<file path="src/rtl/core/assert_macros.svh">
// Assertion macros shared by the sidechain modulation source RTL.
`ifndef ASSERT_MACROS_SVH
`define ASSERT_MACROS_SVH

// Clocked property check, disabled during reset.
`define SMSU_ASSERT(lbl, clk, rst, prop) \
  lbl: assert property (@(posedge clk) disable iff (rst) prop) \
    else $error("smsu: assertion failed");

// Condition that must never be seen outside reset.
`define SMSU_NEVER(lbl, clk, rst, cond) \
  lbl: assert property (@(posedge clk) disable iff (rst) !(cond)) \
    else $error("smsu: forbidden condition");

`endif

</file>
<file path="src/rtl/core/smsu_pkg.sv">
// Shared types, constants and width helpers for the sidechain modulation source.
package smsu_pkg;

  localparam int SAMPLE_BITS_DEF = 16;
  localparam int CFG_ADDR_W      = 3;
  localparam int CFG_DATA_W      = 16;
  localparam int MUL_B_W         = 17;

  localparam logic [CFG_ADDR_W-1:0] REG_SOURCE_MODE    = 3'd0;
  localparam logic [CFG_ADDR_W-1:0] REG_ATTACK_COEFF   = 3'd1;
  localparam logic [CFG_ADDR_W-1:0] REG_RELEASE_COEFF  = 3'd2;
  localparam logic [CFG_ADDR_W-1:0] REG_GATE_THRESHOLD = 3'd3;

  localparam logic [1:0] MODE_ENV  = 2'd0;
  localparam logic [1:0] MODE_GATE = 2'd1;
  localparam logic [1:0] MODE_CV   = 2'd2;
  localparam logic [1:0] MODE_OFF  = 2'd3;

  localparam logic [15:0] ATTACK_RST  = 16'd6554;
  localparam logic [15:0] RELEASE_RST = 16'd66;
  localparam logic [15:0] THRESH_RST  = 16'd2048;

  localparam int HYST_Q412     = 410;
  localparam int CV_SCALE_Q016 = 13107;
  localparam int RECT_MAX      = 32767;
  localparam int ONE_Q115      = 32768;

  typedef struct packed {
    logic [1:0]         source_mode;
    logic [15:0]        attack_coeff;
    logic [15:0]        release_coeff;
    logic signed [15:0] gate_threshold;
  } cfg_t;

  // Width of the multiplier's A operand for a given sample width.
  function automatic int mul_a_w(input int sb);
    return (sb + 1 > 18) ? sb + 1 : 18;
  endfunction

endpackage

</file>
<file path="src/rtl/core/smsu_cfg.sv">
// Configuration register file with write-only port.
module smsu_cfg
  import smsu_pkg::*;
(
  input  logic                  clk,
  input  logic                  rst,
  input  logic                  we,
  input  logic [CFG_ADDR_W-1:0] addr,
  input  logic [CFG_DATA_W-1:0] wdata,
  output cfg_t                  cfg
);

  always_ff @(posedge clk) begin
    if (rst) begin
      cfg.source_mode    <= MODE_ENV;
      cfg.attack_coeff   <= ATTACK_RST;
      cfg.release_coeff  <= RELEASE_RST;
      cfg.gate_threshold <= THRESH_RST;
    end else if (we) begin
      unique case (addr)
        REG_SOURCE_MODE:    cfg.source_mode    <= wdata[1:0];
        REG_ATTACK_COEFF:   cfg.attack_coeff   <= wdata;
        REG_RELEASE_COEFF:  cfg.release_coeff  <= wdata;
        REG_GATE_THRESHOLD: cfg.gate_threshold <= wdata;
        default: ;
      endcase
    end
  end

endmodule

</file>
<file path="src/rtl/core/smsu_mul.sv">
// Shared signed multiplier with registered product.
module smsu_mul
  import smsu_pkg::*;
#(
  parameter int AW = 18
) (
  input  logic                          clk,
  input  logic                          en,
  input  logic signed [AW-1:0]          a,
  input  logic signed [MUL_B_W-1:0]     b,
  output logic signed [AW+MUL_B_W-1:0]  p
);

  always_ff @(posedge clk) begin
    if (en) begin
      p <= a * b;
    end
  end

endmodule

</file>
<file path="src/rtl/core/smsu_ctrl.sv">
// Sequencer and datapath: envelope, gate, CV scaling, sum and clamp.
`include "assert_macros.svh"

module smsu_ctrl
  import smsu_pkg::*;
#(
  parameter int SAMPLE_BITS = SAMPLE_BITS_DEF,
  parameter int AW          = mul_a_w(SAMPLE_BITS_DEF)
) (
  input  logic                          clk,
  input  logic                          rst,
  input  cfg_t                          cfg,
  input  logic                          in_valid,
  output logic                          in_stall,
  input  logic signed [SAMPLE_BITS-1:0] sample,
  input  logic signed [15:0]            depth,
  input  logic [15:0]                   base_value,
  output logic                          out_valid,
  input  logic                          out_stall,
  output logic [15:0]                   param_value,
  output logic                          trigger,
  output logic                          mul_en,
  output logic signed [AW-1:0]          mul_a,
  output logic signed [MUL_B_W-1:0]     mul_b,
  input  logic signed [AW+MUL_B_W-1:0]  mul_p
);

  localparam int PW    = AW + MUL_B_W;
  localparam int LOW_W = AW - 1;
  localparam int TW    = SAMPLE_BITS + 32;
  localparam int DW    = (SAMPLE_BITS + 3 > 20) ? SAMPLE_BITS + 3 : 20;
  localparam int RW    = (SAMPLE_BITS + 1 > 16) ? SAMPLE_BITS + 1 : 16;
  localparam int CW    = (SAMPLE_BITS > 17) ? SAMPLE_BITS : 17;

  localparam logic [3:0] S_IDLE = 4'd0;
  localparam logic [3:0] S_E1   = 4'd1;
  localparam logic [3:0] S_E2   = 4'd2;
  localparam logic [3:0] S_E3   = 4'd3;
  localparam logic [3:0] S_E4   = 4'd4;
  localparam logic [3:0] S_GATE = 4'd5;
  localparam logic [3:0] S_C1   = 4'd6;
  localparam logic [3:0] S_C2   = 4'd7;
  localparam logic [3:0] S_C3   = 4'd8;
  localparam logic [3:0] S_C4   = 4'd9;
  localparam logic [3:0] S_FIN  = 4'd10;

  logic [3:0]                   state;
  logic signed [SAMPLE_BITS-1:0] s_r;
  logic signed [15:0]           depth_r;
  logic [15:0]                  base_r;
  logic [14:0]                  env;
  logic                         gate_open;
  logic signed [PW-1:0]         hold;
  logic signed [DW-1:0]         delta_r;
  logic                         trig_r;

  // envelope path
  logic signed [RW-1:0]  s_wide;
  logic [RW-1:0]         abs_w;
  logic [14:0]           rect;
  logic signed [16:0]    diff;
  logic [15:0]           coeff;
  logic signed [PW-1:0]  env_rnd;
  logic signed [17:0]    step;
  logic signed [18:0]    env_sum;
  logic [14:0]           env_next;
  logic signed [PW-1:0]  env_dl;

  // gate path
  logic signed [CW-1:0]  s_g;
  logic signed [CW-1:0]  thr_g;
  logic signed [CW-1:0]  thr_lo;
  logic                  gate_rise;
  logic                  gate_next;

  // CV path
  logic signed [PW-1:0]  p1_hi;
  logic signed [TW-1:0]  tot;
  logic signed [TW-1:0]  cv_dl;

  // output sum
  logic signed [DW:0]    sum;
  logic [15:0]           clamped;

  assign in_stall = (state != S_IDLE);

  always_comb begin
    s_wide   = RW'(s_r);
    abs_w    = (s_wide < 0) ? RW'(-s_wide) : RW'(s_wide);
    rect     = (abs_w > RW'(RECT_MAX)) ? 15'(RECT_MAX) : abs_w[14:0];
    diff     = $signed({2'b00, rect}) - $signed({2'b00, env});
    coeff    = (rect > env) ? cfg.attack_coeff : cfg.release_coeff;
    env_rnd  = (mul_p + PW'(32768)) >>> 16;
    step     = env_rnd[17:0];
    env_sum  = $signed({4'b0000, env}) + 19'(step);
    if (env_sum < 0) begin
      env_next = '0;
    end else if (env_sum > 19'(RECT_MAX)) begin
      env_next = 15'(RECT_MAX);
    end else begin
      env_next = env_sum[14:0];
    end
    env_dl = (mul_p + PW'(2048)) >>> 12;

    s_g       = CW'(s_r);
    thr_g     = CW'(cfg.gate_threshold);
    thr_lo    = thr_g - CW'(HYST_Q412);
    gate_rise = !gate_open && (s_g > thr_g);
    gate_next = gate_open ? !(s_g < thr_lo) : gate_rise;

    p1_hi = mul_p >>> LOW_W;
    tot   = (TW'(hold) <<< LOW_W) + TW'(mul_p);
    cv_dl = (tot + TW'(134217728)) >>> 28;

    sum = $signed({{(DW - 15){1'b0}}, base_r}) + (DW + 1)'(delta_r);
    if (sum < 0) begin
      clamped = '0;
    end else if (sum > (DW + 1)'(ONE_Q115)) begin
      clamped = 16'(ONE_Q115);
    end else begin
      clamped = sum[15:0];
    end
  end

  // shared multiplier operand select
  always_comb begin
    mul_en = 1'b0;
    mul_a  = '0;
    mul_b  = '0;
    unique case (state)
      S_E1: begin
        mul_en = 1'b1;
        mul_a  = AW'(diff);
        mul_b  = $signed({1'b0, coeff});
      end
      S_E3: begin
        mul_en = 1'b1;
        mul_a  = $signed({{(AW - 15){1'b0}}, env});
        mul_b  = MUL_B_W'(depth_r);
      end
      S_C1: begin
        mul_en = 1'b1;
        mul_a  = AW'(s_r);
        mul_b  = MUL_B_W'(depth_r);
      end
      S_C2: begin
        mul_en = 1'b1;
        mul_a  = p1_hi[AW-1:0];
        mul_b  = MUL_B_W'(CV_SCALE_Q016);
      end
      S_C3: begin
        mul_en = 1'b1;
        mul_a  = $signed({1'b0, hold[LOW_W-1:0]});
        mul_b  = MUL_B_W'(CV_SCALE_Q016);
      end
      default: ;
    endcase
  end

  always_ff @(posedge clk) begin
    if (rst) begin
      state     <= S_IDLE;
      env       <= '0;
      gate_open <= 1'b0;
      out_valid <= 1'b0;
    end else begin
      if (out_valid && !out_stall && (state != S_FIN)) begin
        out_valid <= 1'b0;
      end
      unique case (state)
        S_IDLE: begin
          if (in_valid) begin
            s_r     <= sample;
            depth_r <= depth;
            base_r  <= base_value;
            delta_r <= '0;
            trig_r  <= 1'b0;
            unique case (cfg.source_mode)
              MODE_ENV:  state <= S_E1;
              MODE_GATE: state <= S_GATE;
              MODE_CV:   state <= S_C1;
              MODE_OFF:  state <= S_FIN;
            endcase
          end
        end
        S_E1: state <= S_E2;
        S_E2: begin
          env   <= env_next;
          state <= S_E3;
        end
        S_E3: state <= S_E4;
        S_E4: begin
          delta_r <= env_dl[DW-1:0];
          state   <= S_FIN;
        end
        S_GATE: begin
          gate_open <= gate_next;
          trig_r    <= gate_rise;
          delta_r   <= gate_next ? DW'(depth_r) : '0;
          state     <= S_FIN;
        end
        S_C1: state <= S_C2;
        S_C2: begin
          hold  <= mul_p;
          state <= S_C3;
        end
        S_C3: begin
          hold  <= mul_p;
          state <= S_C4;
        end
        S_C4: begin
          delta_r <= cv_dl[DW-1:0];
          state   <= S_FIN;
        end
        S_FIN: begin
          if (!out_valid || !out_stall) begin
            param_value <= clamped;
            trigger     <= trig_r;
            out_valid   <= 1'b1;
            state       <= S_IDLE;
          end
        end
        default: state <= S_IDLE;
      endcase
    end
  end

  `SMSU_ASSERT(a_trig_gate, clk, rst, (out_valid && trigger) |-> (cfg.source_mode == MODE_GATE))
  `SMSU_ASSERT(a_gate_hold, clk, rst, (!$past(rst) && !$stable(gate_open)) |-> ($past(state) == S_GATE))
  `SMSU_ASSERT(a_env_hold, clk, rst, (!$past(rst) && !$stable(env)) |-> ($past(state) == S_E2))

endmodule

</file>
<file path="src/rtl/core/sidechain_modulation_source_unit.sv">
// Sidechain modulation source: envelope, gate or CV scaling, times depth, plus base.
// From input accept to out_valid: envelope passes states E1 to E4, CV C1 to C4, gate
// GATE; an unused mode goes straight to FIN, which registers the result. One item in
// flight; the next is taken the cycle after the result is registered. Envelope and CV
// use the one shared multiplier, and a new result waits in FIN while the output stalls.
// Synchronous active-high reset: default registers, envelope zero, gate closed, no output.
module sidechain_modulation_source_unit
  import smsu_pkg::*;
#(
  parameter int SAMPLE_BITS = SAMPLE_BITS_DEF
) (
  input  logic                          clk,
  input  logic                          rst,
  input  logic                          in_valid,
  output logic                          in_stall,
  input  logic signed [SAMPLE_BITS-1:0] sample,
  input  logic signed [15:0]            depth,
  input  logic [15:0]                   base_value,
  output logic                          out_valid,
  input  logic                          out_stall,
  output logic [15:0]                   param_value,
  output logic                          trigger,
  input  logic                          cfg_we,
  input  logic [CFG_ADDR_W-1:0]         cfg_addr,
  input  logic [CFG_DATA_W-1:0]         cfg_wdata
);

  localparam int AW = mul_a_w(SAMPLE_BITS);

  cfg_t                         cfg;
  logic                         mul_en;
  logic signed [AW-1:0]         mul_a;
  logic signed [MUL_B_W-1:0]    mul_b;
  logic signed [AW+MUL_B_W-1:0] mul_p;

  smsu_cfg u_cfg (
    .clk   (clk),
    .rst   (rst),
    .we    (cfg_we),
    .addr  (cfg_addr),
    .wdata (cfg_wdata),
    .cfg   (cfg)
  );

  smsu_mul #(
    .AW (AW)
  ) u_mul (
    .clk (clk),
    .en  (mul_en),
    .a   (mul_a),
    .b   (mul_b),
    .p   (mul_p)
  );

  smsu_ctrl #(
    .SAMPLE_BITS (SAMPLE_BITS),
    .AW          (AW)
  ) u_ctrl (
    .clk         (clk),
    .rst         (rst),
    .cfg         (cfg),
    .in_valid    (in_valid),
    .in_stall    (in_stall),
    .sample      (sample),
    .depth       (depth),
    .base_value  (base_value),
    .out_valid   (out_valid),
    .out_stall   (out_stall),
    .param_value (param_value),
    .trigger     (trigger),
    .mul_en      (mul_en),
    .mul_a       (mul_a),
    .mul_b       (mul_b),
    .mul_p       (mul_p)
  );

endmodule
</file>
<file path="config.mk">
export PLATFORM = sky130hd
export DESIGN_NAME = sidechain_modulation_source_unit
export DESIGN_NICKNAME = d
export VERILOG_FILES = /design/src/rtl/core/smsu_pkg.sv /design/src/rtl/core/smsu_cfg.sv /design/src/rtl/core/smsu_mul.sv /design/src/rtl/core/smsu_ctrl.sv /design/src/rtl/core/sidechain_modulation_source_unit.sv
export VERILOG_INCLUDE_DIRS = /design/src /design/src/rtl/core
export SDC_FILE = /design/constraint.sdc
export NUM_CORES = 2
export LEC_CHECK = 0
export ABC_AREA = 1
export ABC_CLOCK_PERIOD_IN_PS = 8000
export BUFFER_PORTS_ARGS = -buffer_cell sky130_fd_sc_hd__buf_4
export CAP_MARGIN = 20
export CORE_MARGIN = 2
export CORE_UTILIZATION = 35
export CTS_BUF_LIST = sky130_fd_sc_hd__clkbuf_2 sky130_fd_sc_hd__clkbuf_4 sky130_fd_sc_hd__clkbuf_8
export CTS_CLUSTER_DIAMETER = 30
export CTS_CLUSTER_SIZE = 16
export DETAILED_ROUTE_END_ITERATION = 8
export PLACE_DENSITY_LB_ADDON = 0.1
export SLEW_MARGIN = 30
export SYNTH_ARGS = -nofsm -noshare
export SYNTH_HDL_FRONTEND = slang
export SYNTH_SLANG_ARGS = --single-unit
</file>
<file path="constraint.sdc">
create_clock -name clk -period 8 [get_ports clk]
set_input_delay 0 -clock clk [delete_from_list [all_inputs] [get_ports clk]]
set_output_delay 0 -clock clk [all_outputs]
set_load 0.1 [all_outputs]
</file>
==> impl_summary.txt <==
----------------------------------------------------
[Floorplanning]
  Ports placed on the boundary ... 91
  Core region area ... roughly 76000 µm²
  Floorplan row count ... between 100 and 150
  Die X ... ~280 µm
  Chip Height ... approximately 280 µm
  Starting utilization of the core area ... around 36%
  Die area ... between 70000 and 80000 µm²

[Finish]
  Final net count ... 4498
  Commonest non-fill, non-tap cell in the layout ... sky130_fd_sc_hd__inv_1
  P&R area growth vs syn ... 34.2%
  Fraction of final layout cells sized beyond drive strength 1 ... between 20% and 30%
  Leading cell types in the layout, fill and taps excluded ... sky130_fd_sc_hd__inv_1 (587), sky130_fd_sc_hd__nand2_1 (534), sky130_fd_sc_hd__buf_4 (451)
  Final cell utilization of the core ... 47.7%
  Non-filler cells in the finished layout ... 4960
  Count of filler cells inserted in the layout ... roughly 7500

[Logic synthesis]
  Syn Inst Count ... between 3000 and 4000
  Part of the Yosys area used for sequential elements ... about 22%
  Yosys warns ... 0
  Most instantiated flip-flop cell in the synthesis netlist ... sky130_fd_sc_hd__edfxtp_1
  Post-synth EDFFs ... between 150 and 200
  Synthesized net count ... a little under 4000
  Portion of synthesized cell area occupied by the leading cell type ... between 20% and 30%
  Yosys top cell by area ... sky130_fd_sc_hd__fa_1
  Main area contributors after synthesis ... sky130_fd_sc_hd__fa_1 (23%), sky130_fd_sc_hd__edfxtp_1 (17%), sky130_fd_sc_hd__ha_1 (11%), sky130_fd_sc_hd__inv_1 (8.7%), sky130_fd_sc_hd__nand2_1 (8.2%)
  Synth Register Bits ... approximately 220
  Yosys cell types ... 56
  Share of flip-flops with an asynchronous set or reset ... 0%
  Post-synth design cell area ... about 27000 µm²
  Mean instance size in the synthesized netlist ... roughly 8.2 µm²

[Setup path]
  Arrival time reported for the critical path endpoint ... 9120 ps
  Crit path max-delay family ... adder cells
  Worst Path Buf+Inv ... 10
  WP data required ... about 8400 ps
  Library cell contributing the largest single delay on the critical path ... sky130_fd_sc_hd__fa_2
  Crit. End Element ... flop
  Critical path peak fanout ... 6
  Reg2reg setup slack ... -710 ps
  Slowest stage delay, CP ... roughly 640 ps
  Crit start category ... flop
  Worst Setup Path Type ... flop to flop

[Timing]
  Clock tree skew after final layout ... 41.1 ps
  Actual slew at the worst max-slew pin ... between 900 and 1000 ps
  RSZ-0062 raised after global routing ... yes
  Worst slew margin relative to its limit ... a little under two fifths
  Hold Fails Final Rpt ... 0
  Post-route fraction of the period consumed by the critical path ... 109%
  Worst-case hold slack ... 52.6 ps
  Final setup margin ... -709 ps
  Min cycle time layout ... about 8700 ps
  Number of pins exceeding their max-slew limit in the final report ... 0
  Maximum operating frequency ... ~110 MHz
  Setup violators final ... 22

[Routing]
  Total number of vias ... around 25000
  Total detailed-routing wirelength ... between 100000 and 150000 µm
  Final routed wire length divided by cell count ... 20.8 µm
  Ratio of routed vias to standard cells ... 4.98
  Remaining design rule violation count ... 0
  First drt pass iteration count ... 9
  Iteration-0 DRC count of the detailed router ... ~1700
  Number of antenna-violating nets in the routed design ... 0

[Global routing]
  Global Route Usage Sum ... between 20% and 30%
  Total congestion overflow ... 0
  Via count of the first global-routing pass ... 26100
  Number of antenna violations at the first check in global routing ... 6
  Pin count of the biggest net entering global routing ... 52
  First-pass GRT wire length ... 155000 µm

[Place]
  Half-perimeter wire length after placement ... between 80000 and 90000 µm
  Number of I/O port buffers ... 90
  Final weighted congestion in routability-driven placement ... 0.944
  Cell total after placement ... about 4700

[Min path]
  Type of the worst min-delay path ... input port to flop

[Pwr]
  Fraction of power consumed by combinational cells ... between 60% and 70%
  Clock share of power ... 18.2%
  Switching component of the power ... between 3000 and 4000 µW
  Power per cell area ... roughly 220 nW/µm²
  Cell-internal power ... roughly 4300 µW
  Switching share of total power ... between 40 and 50%
  Worst ir drop on vdd ... between 0.1 and 0.15 mV
  Register share of total power ... just over 20%
  Leak ... roughly 0.017 µW

[Clocking]
  CTS tree ... built
  Clk Latency, worst-skew pair ... 660 ps
  Maximum level of the CTS H-tree ... 2
  Clk slew on worst S/H paths ... roughly 70 ps
  Cell chosen for the clock root ... sky130_fd_sc_hd__clkbuf_8
  Cts bufs inserted ... 53
  Maximum root-to-sink buffer count ... 3
  Sinks on Clock Net ... 223

[Job]
  Number of maximum-capacitance constraint violations ... 0

[Outcome]
  Outcome ... finished, violations left
  Failing checks ... setup timing

----------------------------------------------------
final cells by class:
| type | count | area [µm²] | area share, % |
|---|---|---|---|
| Inverter | 647 | 2440 | 6.72 |
| Clock buffer | 64 | 825 | 2.27 |
| Clock inverter | 35 | 332 | 0.913 |
| Timing Repair Buffer | 609 | 5280 | 14.5 |
| Antenna cell | 5 | 12.5 | 0.0345 |
| Tap cell | 1030 | 1290 | 3.55 |
| Multi-Input combinational cell | 2347 | 20200 | 55.5 |
| Sequential cell | 223 | 5990 | 16.5 |
power groups by stage:
stage | logic (µW) | clock network, µW | registers, µW
CTS | 4630 | 1490 | 1620
global placement | 4170 | 0 | 1640
floorplan | 2560 | 0 | 1570
global route | 5360 | 1550 | 1630
finish | 4900 | 1450 | 1620
detailed placement | 4180 | 0 | 1640
state kept, by name, summed over array words and instances, names as in the netlist:
| register | flops |
|---|---|
| u_ctrl.hold | 31 |
| u_ctrl.base_r | 16 |
| u_ctrl.s_r | 16 |
| u_ctrl.env | 15 |
| u_mul.p | 35 |
| u_ctrl.param_value | 16 |
| u_ctrl.depth_r | 16 |
| u_ctrl.gate_open | 1 |
| u_ctrl.state | 4 |
| u_ctrl.trigger | 1 |
| u_ctrl.trig_r | 1 |
| u_cfg.cfg | 50 |
| u_ctrl.out_valid | 1 |
| u_ctrl.delta_r | 20 |
through the flow:
step / total power [µW] / cell area [µm²] / setup TNS [ps] / worst slack, ps
2_1_floorplan: 4130 / 27600 / -539 / -177
3_3_place_gp: 5810 / 31900 / -14030 / -916
3_5_place_dp: 5820 / 31900 / -15170 / -921
4_1_cts: 7740 / 35200 / -7980 / -584
5_1_grt: 8540 / 36300 / -19160 / -1040
6_report: 7980 / 36300 / -10970 / -709
kinds of logic after synthesis:
| logic type | Yosys count | share of synthesized area [%] |
|---|---|---|
| buf+inv | 717 | 10.5 |
| simple gates | 1055 | 16.5 |
| fa+ha+maj | 545 | 33.9 |
| flops | 223 | 22.1 |
| xor+xnor | 98 | 3.24 |
| compound gates | 648 | 13.8 |
timing repair:
item / in CTS / in global routing
hold buffers: 80 / 0
gates cloned: 5 / 0
buffers inserted: 54 / 47
pin swaps: 64 / 97
gates resized for setup: 205 / 202
endpoints found under the hold margin: 119 / 0
endpoints found under the setup margin: 25 / 27
final timing paths:
| check | startpoint | end | cells after the start |
|---|---|---|---|
| min reg2reg | u_mul.p[0]$_DFFE_PP_ | u_ctrl.hold[0]$_DFFE_PP_ | 0 |
| max | u_ctrl.s_r[2]$_DFFE_PP_ | u_mul.p[34]$_DFFE_PP_ | 41 |
| max reg2reg | u_ctrl.s_r[2]$_DFFE_PP_ | u_mul.p[34]$_DFFE_PP_ | 41 |
| min | sample[10] | u_ctrl.s_r[10]$_DFFE_PP_ | 2 |
cell usage after synthesis, types with 6 or more instances:
| library cell | number |
|---|---|
| sky130_fd_sc_hd__inv_1 | 629 |
| sky130_fd_sc_hd__nand2_1 | 593 |
| sky130_fd_sc_hd__a21oi_1 | 361 |
| sky130_fd_sc_hd__fa_1 | 314 |
| sky130_fd_sc_hd__ha_1 | 231 |
| sky130_fd_sc_hd__nor2_1 | 213 |
| sky130_fd_sc_hd__edfxtp_1 | 152 |
| sky130_fd_sc_hd__o21ai_0 | 141 |
| sky130_fd_sc_hd__nand3_1 | 126 |
| sky130_fd_sc_hd__dfxtp_1 | 71 |
| sky130_fd_sc_hd__xor2_1 | 62 |
| sky130_fd_sc_hd__xnor2_1 | 35 |
| sky130_fd_sc_hd__clkbuf_1 | 34 |
| sky130_fd_sc_hd__nor3_1 | 31 |
| sky130_fd_sc_hd__a21oi_2 | 29 |
| sky130_fd_sc_hd__nand4_1 | 25 |
| sky130_fd_sc_hd__buf_2 | 15 |
| sky130_fd_sc_hd__buf_6 | 15 |
| sky130_fd_sc_hd__nand2_2 | 13 |
| sky130_fd_sc_hd__o21ai_2 | 13 |
| sky130_fd_sc_hd__a21o_1 | 12 |
| sky130_fd_sc_hd__a31oi_1 | 12 |
| sky130_fd_sc_hd__inv_2 | 11 |
| sky130_fd_sc_hd__o211ai_1 | 11 |
| sky130_fd_sc_hd__or2_2 | 11 |
| sky130_fd_sc_hd__a21boi_0 | 9 |
| sky130_fd_sc_hd__o21bai_1 | 9 |
| sky130_fd_sc_hd__clkinv_1 | 7 |
| sky130_fd_sc_hd__nand3b_1 | 7 |
| sky130_fd_sc_hd__nor2_2 | 7 |
| sky130_fd_sc_hd__nor4_1 | 7 |
| sky130_fd_sc_hd__o22ai_1 | 7 |
| sky130_fd_sc_hd__a211oi_1 | 6 |
| sky130_fd_sc_hd__a221oi_1 | 6 |
| sky130_fd_sc_hd__nand3_2 | 6 |
| sky130_fd_sc_hd__o21a_1 | 6 |
| sky130_fd_sc_hd__o21ai_1 | 6 |
routing by layer:
metal / wire length (µm) / vias up / track usage (%)
met5: 29 / - / 0
li1: - / 11800 / -
met1: 43900 / 12000 / 33.5
met2: 48800 / 669 / 43.8
met4: 4440 / 4 / 10.6
met3: 5750 / 179 / 4.16
Power figures use the tool's default switching activity.
